### config.mk
export PLATFORM = sky130hd
export DESIGN_NAME = stick_direction_autorepeat_unit
export DESIGN_NICKNAME = d
export VERILOG_FILES = /design/src/hdl/sda_pkg.sv /design/src/hdl/sda_cfg_regs.sv /design/src/hdl/sda_dir_classify.sv /design/src/hdl/sda_core.sv /design/src/hdl/stick_direction_autorepeat_unit.sv
export VERILOG_INCLUDE_DIRS = /design/src /design/src/hdl
export SDC_FILE = /design/constraint.sdc
export NUM_CORES = 1
export LEC_CHECK = 0
export ABC_AREA = 1
export BUFFER_PORTS_ARGS = -buffer_cell sky130_fd_sc_hd__buf_4
export CAP_MARGIN = 25
export CORE_ASPECT_RATIO = 0.75
export CORE_MARGIN = 5
export CORE_UTILIZATION = 52
export CTS_BUF_LIST = sky130_fd_sc_hd__clkbuf_8 sky130_fd_sc_hd__clkbuf_16
export DETAILED_ROUTE_END_ITERATION = 12
export PLACE_DENSITY = 0.77
export SETUP_SLACK_MARGIN = 0.2
export SYNTH_ARGS = -nofsm -noshare
export SYNTH_HDL_FRONTEND = slang
export SYNTH_HIERARCHICAL = 1
export SYNTH_SLANG_ARGS = --single-unit
### constraint.sdc
create_clock -name clk -period 4.5 [get_ports clk]
set_clock_uncertainty 0.1 [all_clocks]
set_input_delay 0.45 -clock clk [delete_from_list [all_inputs] [get_ports clk]]
set_output_delay 0.45 -clock clk [all_outputs]
set_load 0.005 [all_outputs]
### src/hdl/stick_direction_autorepeat_unit_assert.svh
// Assertion macros shared by the stick direction auto-repeat RTL.
// Expects signals named clk and rst_n in the scope where a macro is used.
`ifndef STICK_DIRECTION_AUTOREPEAT_UNIT_ASSERT_SVH
`define STICK_DIRECTION_AUTOREPEAT_UNIT_ASSERT_SVH

// A property that is checked on every clock edge outside reset.
`define SDA_ASSERT_ALWAYS(lbl, expr, msg) \
    lbl: assert property (@(posedge clk) disable iff (!rst_n) (expr)) else $error(msg);

// An implication that is checked on every clock edge outside reset.
`define SDA_ASSERT_IMPLIES(lbl, ante, cons, msg) \
    lbl: assert property (@(posedge clk) disable iff (!rst_n) (ante) |-> (cons)) \
        else $error(msg);

`endif

### src/hdl/sda_pkg.sv
// Shared types and constants for the stick direction auto-repeat unit.
// No dependencies; every other RTL file refers to this package by scoped names.
`default_nettype none

package sda_pkg;

    localparam int unsigned DATA_W = 32;
    localparam int unsigned ADDR_W = 4;

    // Register indexes, taken from paddr[3:2].
    localparam logic [1:0] REG_DEAD_ZONE     = 2'd0;
    localparam logic [1:0] REG_FIRST_DELAY   = 2'd1;
    localparam logic [1:0] REG_REPEAT_PERIOD = 2'd2;

    localparam logic [6:0] DEAD_ZONE_RST     = 7'd40;
    localparam logic [7:0] FIRST_DELAY_RST   = 8'd30;
    localparam logic [7:0] REPEAT_PERIOD_RST = 8'd5;

    // Bit positions inside a direction mask.
    localparam int unsigned DIR_RIGHT = 0;
    localparam int unsigned DIR_LEFT  = 1;
    localparam int unsigned DIR_DOWN  = 2;
    localparam int unsigned DIR_UP    = 3;

    typedef logic [3:0] dirs_t;

    typedef struct packed {
        logic signed [7:0] stick_x;
        logic signed [7:0] stick_y;
        logic              rearm;
    } sample_t;

    typedef struct packed {
        dirs_t held_dirs;
        dirs_t tapped_dirs;
        dirs_t repeat_dirs;
        logic  active;
    } result_t;

    typedef struct packed {
        logic [6:0] dead_zone;
        logic [7:0] first_delay;
        logic [7:0] repeat_period;
    } cfg_t;

endpackage

`default_nettype wire

### src/hdl/sda_cfg_regs.sv
// Configuration register file behind the APB-style port.
// Depends on sda_pkg for the register indexes, reset values and cfg_t.
`default_nettype none

module sda_cfg_regs (
    input  wire logic                        clk,
    input  wire logic                        rst_n,
    input  wire logic                        psel,
    input  wire logic                        penable,
    input  wire logic                        pwrite,
    input  wire logic [sda_pkg::ADDR_W-1:0]  paddr,
    input  wire logic [sda_pkg::DATA_W-1:0]  pwdata,
    output logic      [sda_pkg::DATA_W-1:0]  prdata,
    output logic                             pready,
    output sda_pkg::cfg_t                    cfg
);

    logic [6:0] dead_zone_reg;
    logic [7:0] first_delay_reg;
    logic [7:0] repeat_period_reg;
    logic       wr_en;
    logic [1:0] reg_idx;

    assign pready  = 1'b1;
    assign wr_en   = psel && penable && pwrite;
    assign reg_idx = paddr[3:2];

    always_ff @(posedge clk or negedge rst_n)
    begin
        if (!rst_n)
        begin
            dead_zone_reg     <= sda_pkg::DEAD_ZONE_RST;
            first_delay_reg   <= sda_pkg::FIRST_DELAY_RST;
            repeat_period_reg <= sda_pkg::REPEAT_PERIOD_RST;
        end
        else if (wr_en)
        begin
            case (reg_idx)
                sda_pkg::REG_DEAD_ZONE:     dead_zone_reg     <= pwdata[6:0];
                sda_pkg::REG_FIRST_DELAY:   first_delay_reg   <= pwdata[7:0];
                sda_pkg::REG_REPEAT_PERIOD: repeat_period_reg <= pwdata[7:0];
                default:                    ;
            endcase
        end
    end

    always_comb
    begin
        case (reg_idx)
            sda_pkg::REG_DEAD_ZONE:     prdata = {25'd0, dead_zone_reg};
            sda_pkg::REG_FIRST_DELAY:   prdata = {24'd0, first_delay_reg};
            sda_pkg::REG_REPEAT_PERIOD: prdata = {24'd0, repeat_period_reg};
            default:                    prdata = '0;
        endcase
    end

    assign cfg.dead_zone     = dead_zone_reg;
    assign cfg.first_delay   = first_delay_reg;
    assign cfg.repeat_period = repeat_period_reg;

endmodule

`default_nettype wire

### src/hdl/sda_dir_classify.sv
// Threshold compare that turns one stick sample into a direction mask.
// Depends on sda_pkg for the direction bit positions and dirs_t.
`default_nettype none

module sda_dir_classify (
    input  wire logic signed [7:0] stick_x,
    input  wire logic signed [7:0] stick_y,
    input  wire logic        [6:0] dead_zone,
    output sda_pkg::dirs_t         dirs
);

    logic signed [8:0] pos_thr;
    logic signed [8:0] neg_thr;
    logic signed [8:0] x_ext;
    logic signed [8:0] y_ext;

    // Nine bits hold both the sample and the negated threshold without overflow.
    assign pos_thr = $signed({2'b00, dead_zone});
    assign neg_thr = -pos_thr;
    assign x_ext   = {stick_x[7], stick_x};
    assign y_ext   = {stick_y[7], stick_y};

    always_comb
    begin
        dirs                     = '0;
        dirs[sda_pkg::DIR_RIGHT] = x_ext > pos_thr;
        dirs[sda_pkg::DIR_LEFT]  = x_ext < neg_thr;
        dirs[sda_pkg::DIR_DOWN]  = y_ext < neg_thr;
        dirs[sda_pkg::DIR_UP]    = y_ext > pos_thr;
    end

endmodule

`default_nettype wire

### src/hdl/sda_core.sv
// Input register, frame state update and result register of the unit.
// Depends on sda_pkg and on sda_dir_classify.
`default_nettype none

module sda_core (
    input  wire logic             clk,
    input  wire logic             rst_n,
    input  wire sda_pkg::cfg_t    cfg,
    input  wire logic             sample_valid,
    output logic                  sample_stall,
    input  wire sda_pkg::sample_t sample,
    output logic                  result_valid,
    input  wire logic             result_stall,
    output sda_pkg::result_t      result
);

    logic             s1_valid_reg;
    logic             s1_valid_next;
    sda_pkg::sample_t s1_data_reg;
    logic             out_valid_reg;
    logic             out_valid_next;
    sda_pkg::result_t out_data_reg;
    sda_pkg::result_t out_data_next;

    logic             enabled_reg;
    logic             enabled_next;
    sda_pkg::dirs_t   last_dirs_reg;
    sda_pkg::dirs_t   last_dirs_next;
    sda_pkg::dirs_t   tap_reg;
    sda_pkg::dirs_t   tap_next;
    sda_pkg::dirs_t   repeat_reg;
    sda_pkg::dirs_t   repeat_next;
    logic [7:0]       wait_count_reg;
    logic [7:0]       wait_count_next;

    sda_pkg::dirs_t   dirs;
    sda_pkg::dirs_t   diff;
    logic             out_free;
    logic             advance;
    logic             accept;
    logic             act;

    assign out_free     = !out_valid_reg || !result_stall;
    assign advance      = s1_valid_reg && out_free;
    assign sample_stall = s1_valid_reg && !out_free;
    assign accept       = sample_valid && !sample_stall;

    assign s1_valid_next  = accept ? 1'b1 : (advance ? 1'b0 : s1_valid_reg);
    assign out_valid_next = advance ? 1'b1 : (out_free ? 1'b0 : out_valid_reg);

    sda_dir_classify u_classify (
        .stick_x   (s1_data_reg.stick_x),
        .stick_y   (s1_data_reg.stick_y),
        .dead_zone (cfg.dead_zone),
        .dirs      (dirs)
    );

    assign diff = dirs ^ last_dirs_reg;

    // One frame of the typematic state machine; state only moves on advance.
    always_comb
    begin
        enabled_next    = enabled_reg;
        last_dirs_next  = last_dirs_reg;
        tap_next        = tap_reg;
        repeat_next     = repeat_reg;
        wait_count_next = wait_count_reg;
        act             = 1'b0;
        if (s1_data_reg.rearm)
        begin
            enabled_next = 1'b0;
        end
        else if (!enabled_reg)
        begin
            if (dirs == '0)
            begin
                enabled_next = 1'b1;
            end
        end
        else
        begin
            act            = 1'b1;
            tap_next       = diff & dirs;
            last_dirs_next = dirs;
            if (diff != '0)
            begin
                repeat_next     = diff & dirs;
                wait_count_next = cfg.first_delay;
            end
            else if (wait_count_reg > 8'd1)
            begin
                repeat_next     = '0;
                wait_count_next = wait_count_reg - 8'd1;
            end
            else
            begin
                repeat_next     = dirs;
                wait_count_next = cfg.repeat_period;
            end
        end
    end

    always_comb
    begin
        out_data_next.held_dirs   = dirs;
        out_data_next.tapped_dirs = tap_next;
        out_data_next.repeat_dirs = repeat_next;
        out_data_next.active      = act;
    end

    always_ff @(posedge clk or negedge rst_n)
    begin
        if (!rst_n)
        begin
            s1_valid_reg   <= 1'b0;
            out_valid_reg  <= 1'b0;
            enabled_reg    <= 1'b0;
            last_dirs_reg  <= '0;
            tap_reg        <= '0;
            repeat_reg     <= '0;
            wait_count_reg <= sda_pkg::FIRST_DELAY_RST;
        end
        else
        begin
            s1_valid_reg  <= s1_valid_next;
            out_valid_reg <= out_valid_next;
            if (advance)
            begin
                enabled_reg    <= enabled_next;
                last_dirs_reg  <= last_dirs_next;
                tap_reg        <= tap_next;
                repeat_reg     <= repeat_next;
                wait_count_reg <= wait_count_next;
            end
        end
    end

    always_ff @(posedge clk)
    begin
        if (accept)
        begin
            s1_data_reg <= sample;
        end
        if (advance)
        begin
            out_data_reg <= out_data_next;
        end
    end

    assign result_valid = out_valid_reg;
    assign result       = out_data_reg;

endmodule

`default_nettype wire

### src/hdl/stick_direction_autorepeat_unit.sv
// Top level of the stick direction auto-repeat unit.
// Depends on sda_pkg, sda_cfg_regs, sda_core and the assertion macro header.
//
//  Channel   Direction  Handshake                  Payload
//  sample    in         sample_valid/sample_stall  sda_pkg::sample_t (x, y, rearm)
//  result    out        result_valid/result_stall  sda_pkg::result_t (held, tap, repeat, active)
//  config    in         psel/penable/pwrite/pready registers at 0x0, 0x4, 0x8
//
// A sample is registered on acceptance and its result is registered when the result register is free,
// so one sample is taken every cycle unless a stalled result fills the input and result registers.
// Reset clears the pipeline valids and the frame state and loads the register defaults.
// A stalled result holds its register; the input register then fills and stalls the input.
`default_nettype none

module stick_direction_autorepeat_unit (
    input  wire logic                        clk,
    input  wire logic                        rst_n,
    input  wire logic                        sample_valid,
    output logic                             sample_stall,
    input  wire sda_pkg::sample_t            sample,
    output logic                             result_valid,
    input  wire logic                        result_stall,
    output sda_pkg::result_t                 result,
    input  wire logic                        psel,
    input  wire logic                        penable,
    input  wire logic                        pwrite,
    input  wire logic [sda_pkg::ADDR_W-1:0]  paddr,
    input  wire logic [sda_pkg::DATA_W-1:0]  pwdata,
    output logic      [sda_pkg::DATA_W-1:0]  prdata,
    output logic                             pready
);

    sda_pkg::cfg_t cfg;

    sda_cfg_regs u_cfg_regs (
        .clk     (clk),
        .rst_n   (rst_n),
        .psel    (psel),
        .penable (penable),
        .pwrite  (pwrite),
        .paddr   (paddr),
        .pwdata  (pwdata),
        .prdata  (prdata),
        .pready  (pready),
        .cfg     (cfg)
    );

    sda_core u_core (
        .clk          (clk),
        .rst_n        (rst_n),
        .cfg          (cfg),
        .sample_valid (sample_valid),
        .sample_stall (sample_stall),
        .sample       (sample),
        .result_valid (result_valid),
        .result_stall (result_stall),
        .result       (result)
    );

`include "stick_direction_autorepeat_unit_assert.svh"

    // Strict thresholds never set both directions of one axis.
    `SDA_ASSERT_IMPLIES(a_no_opposite, result_valid,
        !(result.held_dirs[sda_pkg::DIR_RIGHT] && result.held_dirs[sda_pkg::DIR_LEFT]) &&
        !(result.held_dirs[sda_pkg::DIR_UP] && result.held_dirs[sda_pkg::DIR_DOWN]),
        "opposite directions set together")

    // On an active frame a tap is always a direction that is held now.
    `SDA_ASSERT_IMPLIES(a_tap_held, result_valid && result.active,
        (result.tapped_dirs & ~result.held_dirs) == 4'd0, "tap outside held mask")

    // On an active frame a repeat is always a direction that is held now.
    `SDA_ASSERT_IMPLIES(a_repeat_held, result_valid && result.active,
        (result.repeat_dirs & ~result.held_dirs) == 4'd0, "repeat outside held mask")

    // A full input register is only stalled while the result register is stalled.
    `SDA_ASSERT_ALWAYS(a_stall_cause, !sample_stall || (result_valid && result_stall),
        "input stalled without a stalled result")

endmodule

`default_nettype wire
==> results.md <==
- The run finished with clean final reports.
- The synthesized area per cell is ~8.5 sq um.
- Summed over all cells, the static leakage comes to roughly 2.8 nW.
- Yosys printed 6 warnings.
- The flip-flop count of the largest register, all copies and words added is 17.
- The internal portion of the total power is 1.77 mW.
- The iteration count of the initial detailed-routing pass is 5.
- The filler cells instantiated in the layout total 756.
- The sequential group share of total power is 0.382.
- The share of total power dissipated in combinational logic is 0.364.
- Across the run, the number of max-cap violations was 0.
- The combined area of all synthesized cells is 0.00481 sq mm.
- The worst register-to-register path has a depth of 18.
- The number of buffer cells added on primary ports is 56.
- The gate count of the mapped netlist is 566.
- The largest fanout on the critical path is 18.
- In this run the core area contains 30 standard-cell rows.
- The routed design has 10.8 mm of wire.
- The die covers 0.0113 sq mm.
- The tightest hold path in the finished design has a slack of roughly 10 ps.
- The total non-filler cell area in the finished layout is 0.00555 sq mm.
- The maximum resistive drop on vdd is 0.235 mV.
- The buffers inserted during post-CTS setup optimization is 0.
- The clock tree from TritonCTS is built.
- Counting flops with an async set or reset pin after synthesis yields a share of 0.605.
- The fmax is 260 MHz.
- The number of max-slew violations in the final report is 0.
- Setup repair after global routing left no endpoint under its margin.
- The initial core utilization is 0.532.
- The wire length of the first global-routing pass is between 15 and 20 mm.
- The width of the die is 121 um.
- The overall fraction of global-route tracks in use is 0.202.
- The detailed-placement wirelength estimate is 8.12 mm.
- No sink is reached through more buffers than the 2 on the longest clock path.
- The cell sitting at the root of the clock tree is a sky130_fd_sc_hd__clkbuf_16.
- The clock insertion delay at the later pin of the skew report is approximately 340 ps.
- For this design the top-level I/O count stands at around 110.
- After detailed routing, the average wire length per cell comes to ~14 um.
- Entering global routing, the biggest net connects 47 pins.
- Setup violations remaining at the end of the flow were counted as 0.
- STA puts the critical path data arrival time at ~3800 ps.
- The global placer's final weighted congestion is about 0.86.
- After clock tree synthesis, the clock-pin slew on the worst setup and hold paths is 60 ps.
- The classification of the worst-slack hold path is in -> async.
- The first routing iteration left around 290 violations.
- The clock drives 76 sinks.
- The depth of the CTS H-tree is 3.
- Gates resized during post-CTS repair numbered 0.
- 0 antenna diodes ended up in the layout.
- In the synthesized netlist the dominant register cell turns out to be sky130_fd_sc_hd__dfrtp_1.
- The number of enable-type register cells in the synthesized netlist is 30.
- Setup total negative slack on the finished layout was measured at 0 ps.
- The via count of the first global-routing pass is about 3800.
- The net switching fraction of the power is 0.369.
- The worst setup path is captured at a flop.
- The clock network fraction of design power is 0.254.
- The class of the most critical setup path is reg -> reg.
- The cell area power density is 504 mW/mm^2.
- Of the available clock period, the critical path in the final layout requires 0.855.
- The minimum period implied by the final worst setup slack is about 3800 ps.
- The number of flip-flops and latches in the synthesized netlist is 76.
- After detailed routing, the number of vias per cell comes to 5.17.
- Relative to the synthesized area, the layout overhead comes to 15.4%.
- For this run, design rule violations remaining after detail routing come to 0.
- The design draws 2.80 mW.
- Buffers inserted to repair hold after CTS numbered 0.
- For this design the total switching power over the nets is 1.03 mW.
- TritonCTS created 9 clock buffers.
- For the pin with the worst max-slew slack, the measured transition is roughly 750 ps.
- The required arrival time at the worst endpoint is 4480 ps.
- The global-route congestion overflow total is 0.
- The headroom to the max-slew limit is 0.499.
- The number of distinct standard cells referenced by the synthesized netlist is 44.
- The remaining number of nets flagged by the antenna check after routing is 0.
- The net count reported at finish is approximately 700.
- The cell area after placement is between 0.005 and 0.006 sq mm.
- STA classifies the critical path startpoint as a flop.
- The initial antenna violation count was 0.
- For this run, the register share of the synthesized area comes to 0.430.
- The total via count after detailed routing is 3935.
- In this run the vertical extent of the chip is 93.3 um.
- The number of failing hold endpoints at the final stage was 0.
- The layout cell share with drive strength beyond 1 is 0.246.
- The placeable core region is about 0.009 sq mm.
logic make-up (layout without fill, tap and decap cells):
group                      count (synthesis)  after routing  synth area share
buffers and inverters                     97            141             0.102
other                                      2             25           0.00156
AOI/OAI and AO/OA                         64             64            0.0926
and+or+nand+nor                          294            294             0.290
DFF                                       76             76             0.430
adders and majority gates                 31             31            0.0806
xor gates and xnor gates                   2              2           0.00364
cell usage in the layout, fill, tap and decap left out, types with 4 or more instances in the layout:
| master | instances |
|---|---|
| sky130_fd_sc_hd__a21oi_2 | 8 |
| sky130_fd_sc_hd__nand4_1 | 5 |
| sky130_fd_sc_hd__nor2_1 | 31 |
| sky130_fd_sc_hd__nand2_2 | 10 |
| sky130_fd_sc_hd__nor2_4 | 8 |
| sky130_fd_sc_hd__nand2_4 | 5 |
| sky130_fd_sc_hd__a21o_1 | 4 |
| sky130_fd_sc_hd__edfxtp_1 | 30 |
| sky130_fd_sc_hd__buf_4 | 58 |
| sky130_fd_sc_hd__dfrtp_1 | 34 |
| sky130_fd_sc_hd__a21oi_1 | 15 |
| sky130_fd_sc_hd__inv_1 | 52 |
| sky130_fd_sc_hd__nand2_1 | 182 |
| sky130_fd_sc_hd__nor2_2 | 6 |
| sky130_fd_sc_hd__o21ai_1 | 10 |
| sky130_fd_sc_hd__nand3_1 | 29 |
| sky130_fd_sc_hd__dfstp_2 | 12 |
| sky130_fd_sc_hd__a22oi_1 | 4 |
| sky130_fd_sc_hd__clkbuf_16 | 9 |
| sky130_fd_sc_hd__ha_1 | 31 |
| sky130_fd_sc_hd__inv_2 | 11 |
| sky130_fd_sc_hd__nand3_2 | 10 |
| sky130_fd_sc_hd__o21ai_2 | 4 |
| sky130_fd_sc_hd__conb_1 | 25 |
power by group through the flow:
stage               Clock (mW)  Combinational [mW]  Sequential (mW)
floorplan                    0               0.757             1.05
global route             0.754                1.16             1.09
finish                   0.711                1.02             1.07
global placement             0               0.968             1.07
detailed placement           0                1.01             1.08
CTS                      0.725                1.02             1.07
through the flow:
stage          instances  worst slack, ps  utilization
5_1_grt              761              316        0.614
6_report             761              652        0.614
4_1_cts              761              671        0.614
3_5_place_dp         745              695        0.581
3_3_place_gp         745              804        0.581
2_1_floorplan        589             1390            -
layout make-up:
type                            count  area (sq um)  area share
Clock buffer                        9           225      0.0405
Clock inverter                      7          68.8      0.0124
Inverter                           67           259      0.0466
Multi-Input combinational cell    416          2340       0.421
Sequential cell                    76          2070       0.372
Tap cell                          128           160      0.0288
Timing Repair Buffer               58           435      0.0784
layer usage:
layer | track usage | wire (um)
met1 | 0.269 | 4870
met2 | 0.319 | 4770
met4 | 0.0623 | 142
met3 | 0.0599 | 972
met5 | 0 | 0
path summary, 6_finish.rpt:
path	from	end	slack, ps
worst max-delay path	u_cfg_regs/dead_zone_reg[0]	u_core/result[3]	650
worst min-delay path	rst_n	u_core/tap_reg[2]	10
worst max register to register	u_cfg_regs/dead_zone_reg[0]	u_core/result[3]	650
worst min register to register	u_cfg_regs/first_delay_reg[1]	u_cfg_regs/first_delay_reg[1]	370
max in group asynchronous	rst_n	u_core/wait_count_reg[7]	3880
min in group clk	sample[6]	u_core/s1_data_reg[6]	180
Yosys cell counts, drive strengths merged, types with 2 or more instances:
master  count  area share
buf        30       0.048
a21o        4      0.0062
xor2        2      0.0036
nand3      39       0.051
o21bai      3      0.0047
nor3        2      0.0021
nand2     197        0.17
nor2       46       0.055
edfxtp     30        0.19
nand4       6      0.0091
o21ai      17       0.021
dfstp      12       0.066
o22ai       3      0.0039
a21oi      24       0.034
nand3b      3      0.0047
conb        2      0.0016
a22oi       7       0.014
ha         31       0.081
inv        65       0.052
clkinv      2      0.0016
dfrtp      34        0.18
critical path, cell delays in order (launching register included):
cell	delay, ps
sky130_fd_sc_hd__dfrtp_1	450
sky130_fd_sc_hd__inv_1	190
sky130_fd_sc_hd__ha_1	280
sky130_fd_sc_hd__nand2_1	90
sky130_fd_sc_hd__nor2_2	130
sky130_fd_sc_hd__nand2_2	120
sky130_fd_sc_hd__inv_1	100
sky130_fd_sc_hd__ha_1	260
sky130_fd_sc_hd__a21oi_1	220
sky130_fd_sc_hd__a21boi_1	180
sky130_fd_sc_hd__nand3_1	90
sky130_fd_sc_hd__nand2_1	60
sky130_fd_sc_hd__nand2_1	140
sky130_fd_sc_hd__ha_1	320
sky130_fd_sc_hd__nand4_2	90
sky130_fd_sc_hd__buf_4	250
sky130_fd_sc_hd__clkinv_1	280
sky130_fd_sc_hd__nand2_1	160
sky130_fd_sc_hd__o21ai_2	80
(Power assumes the default switching activity.)
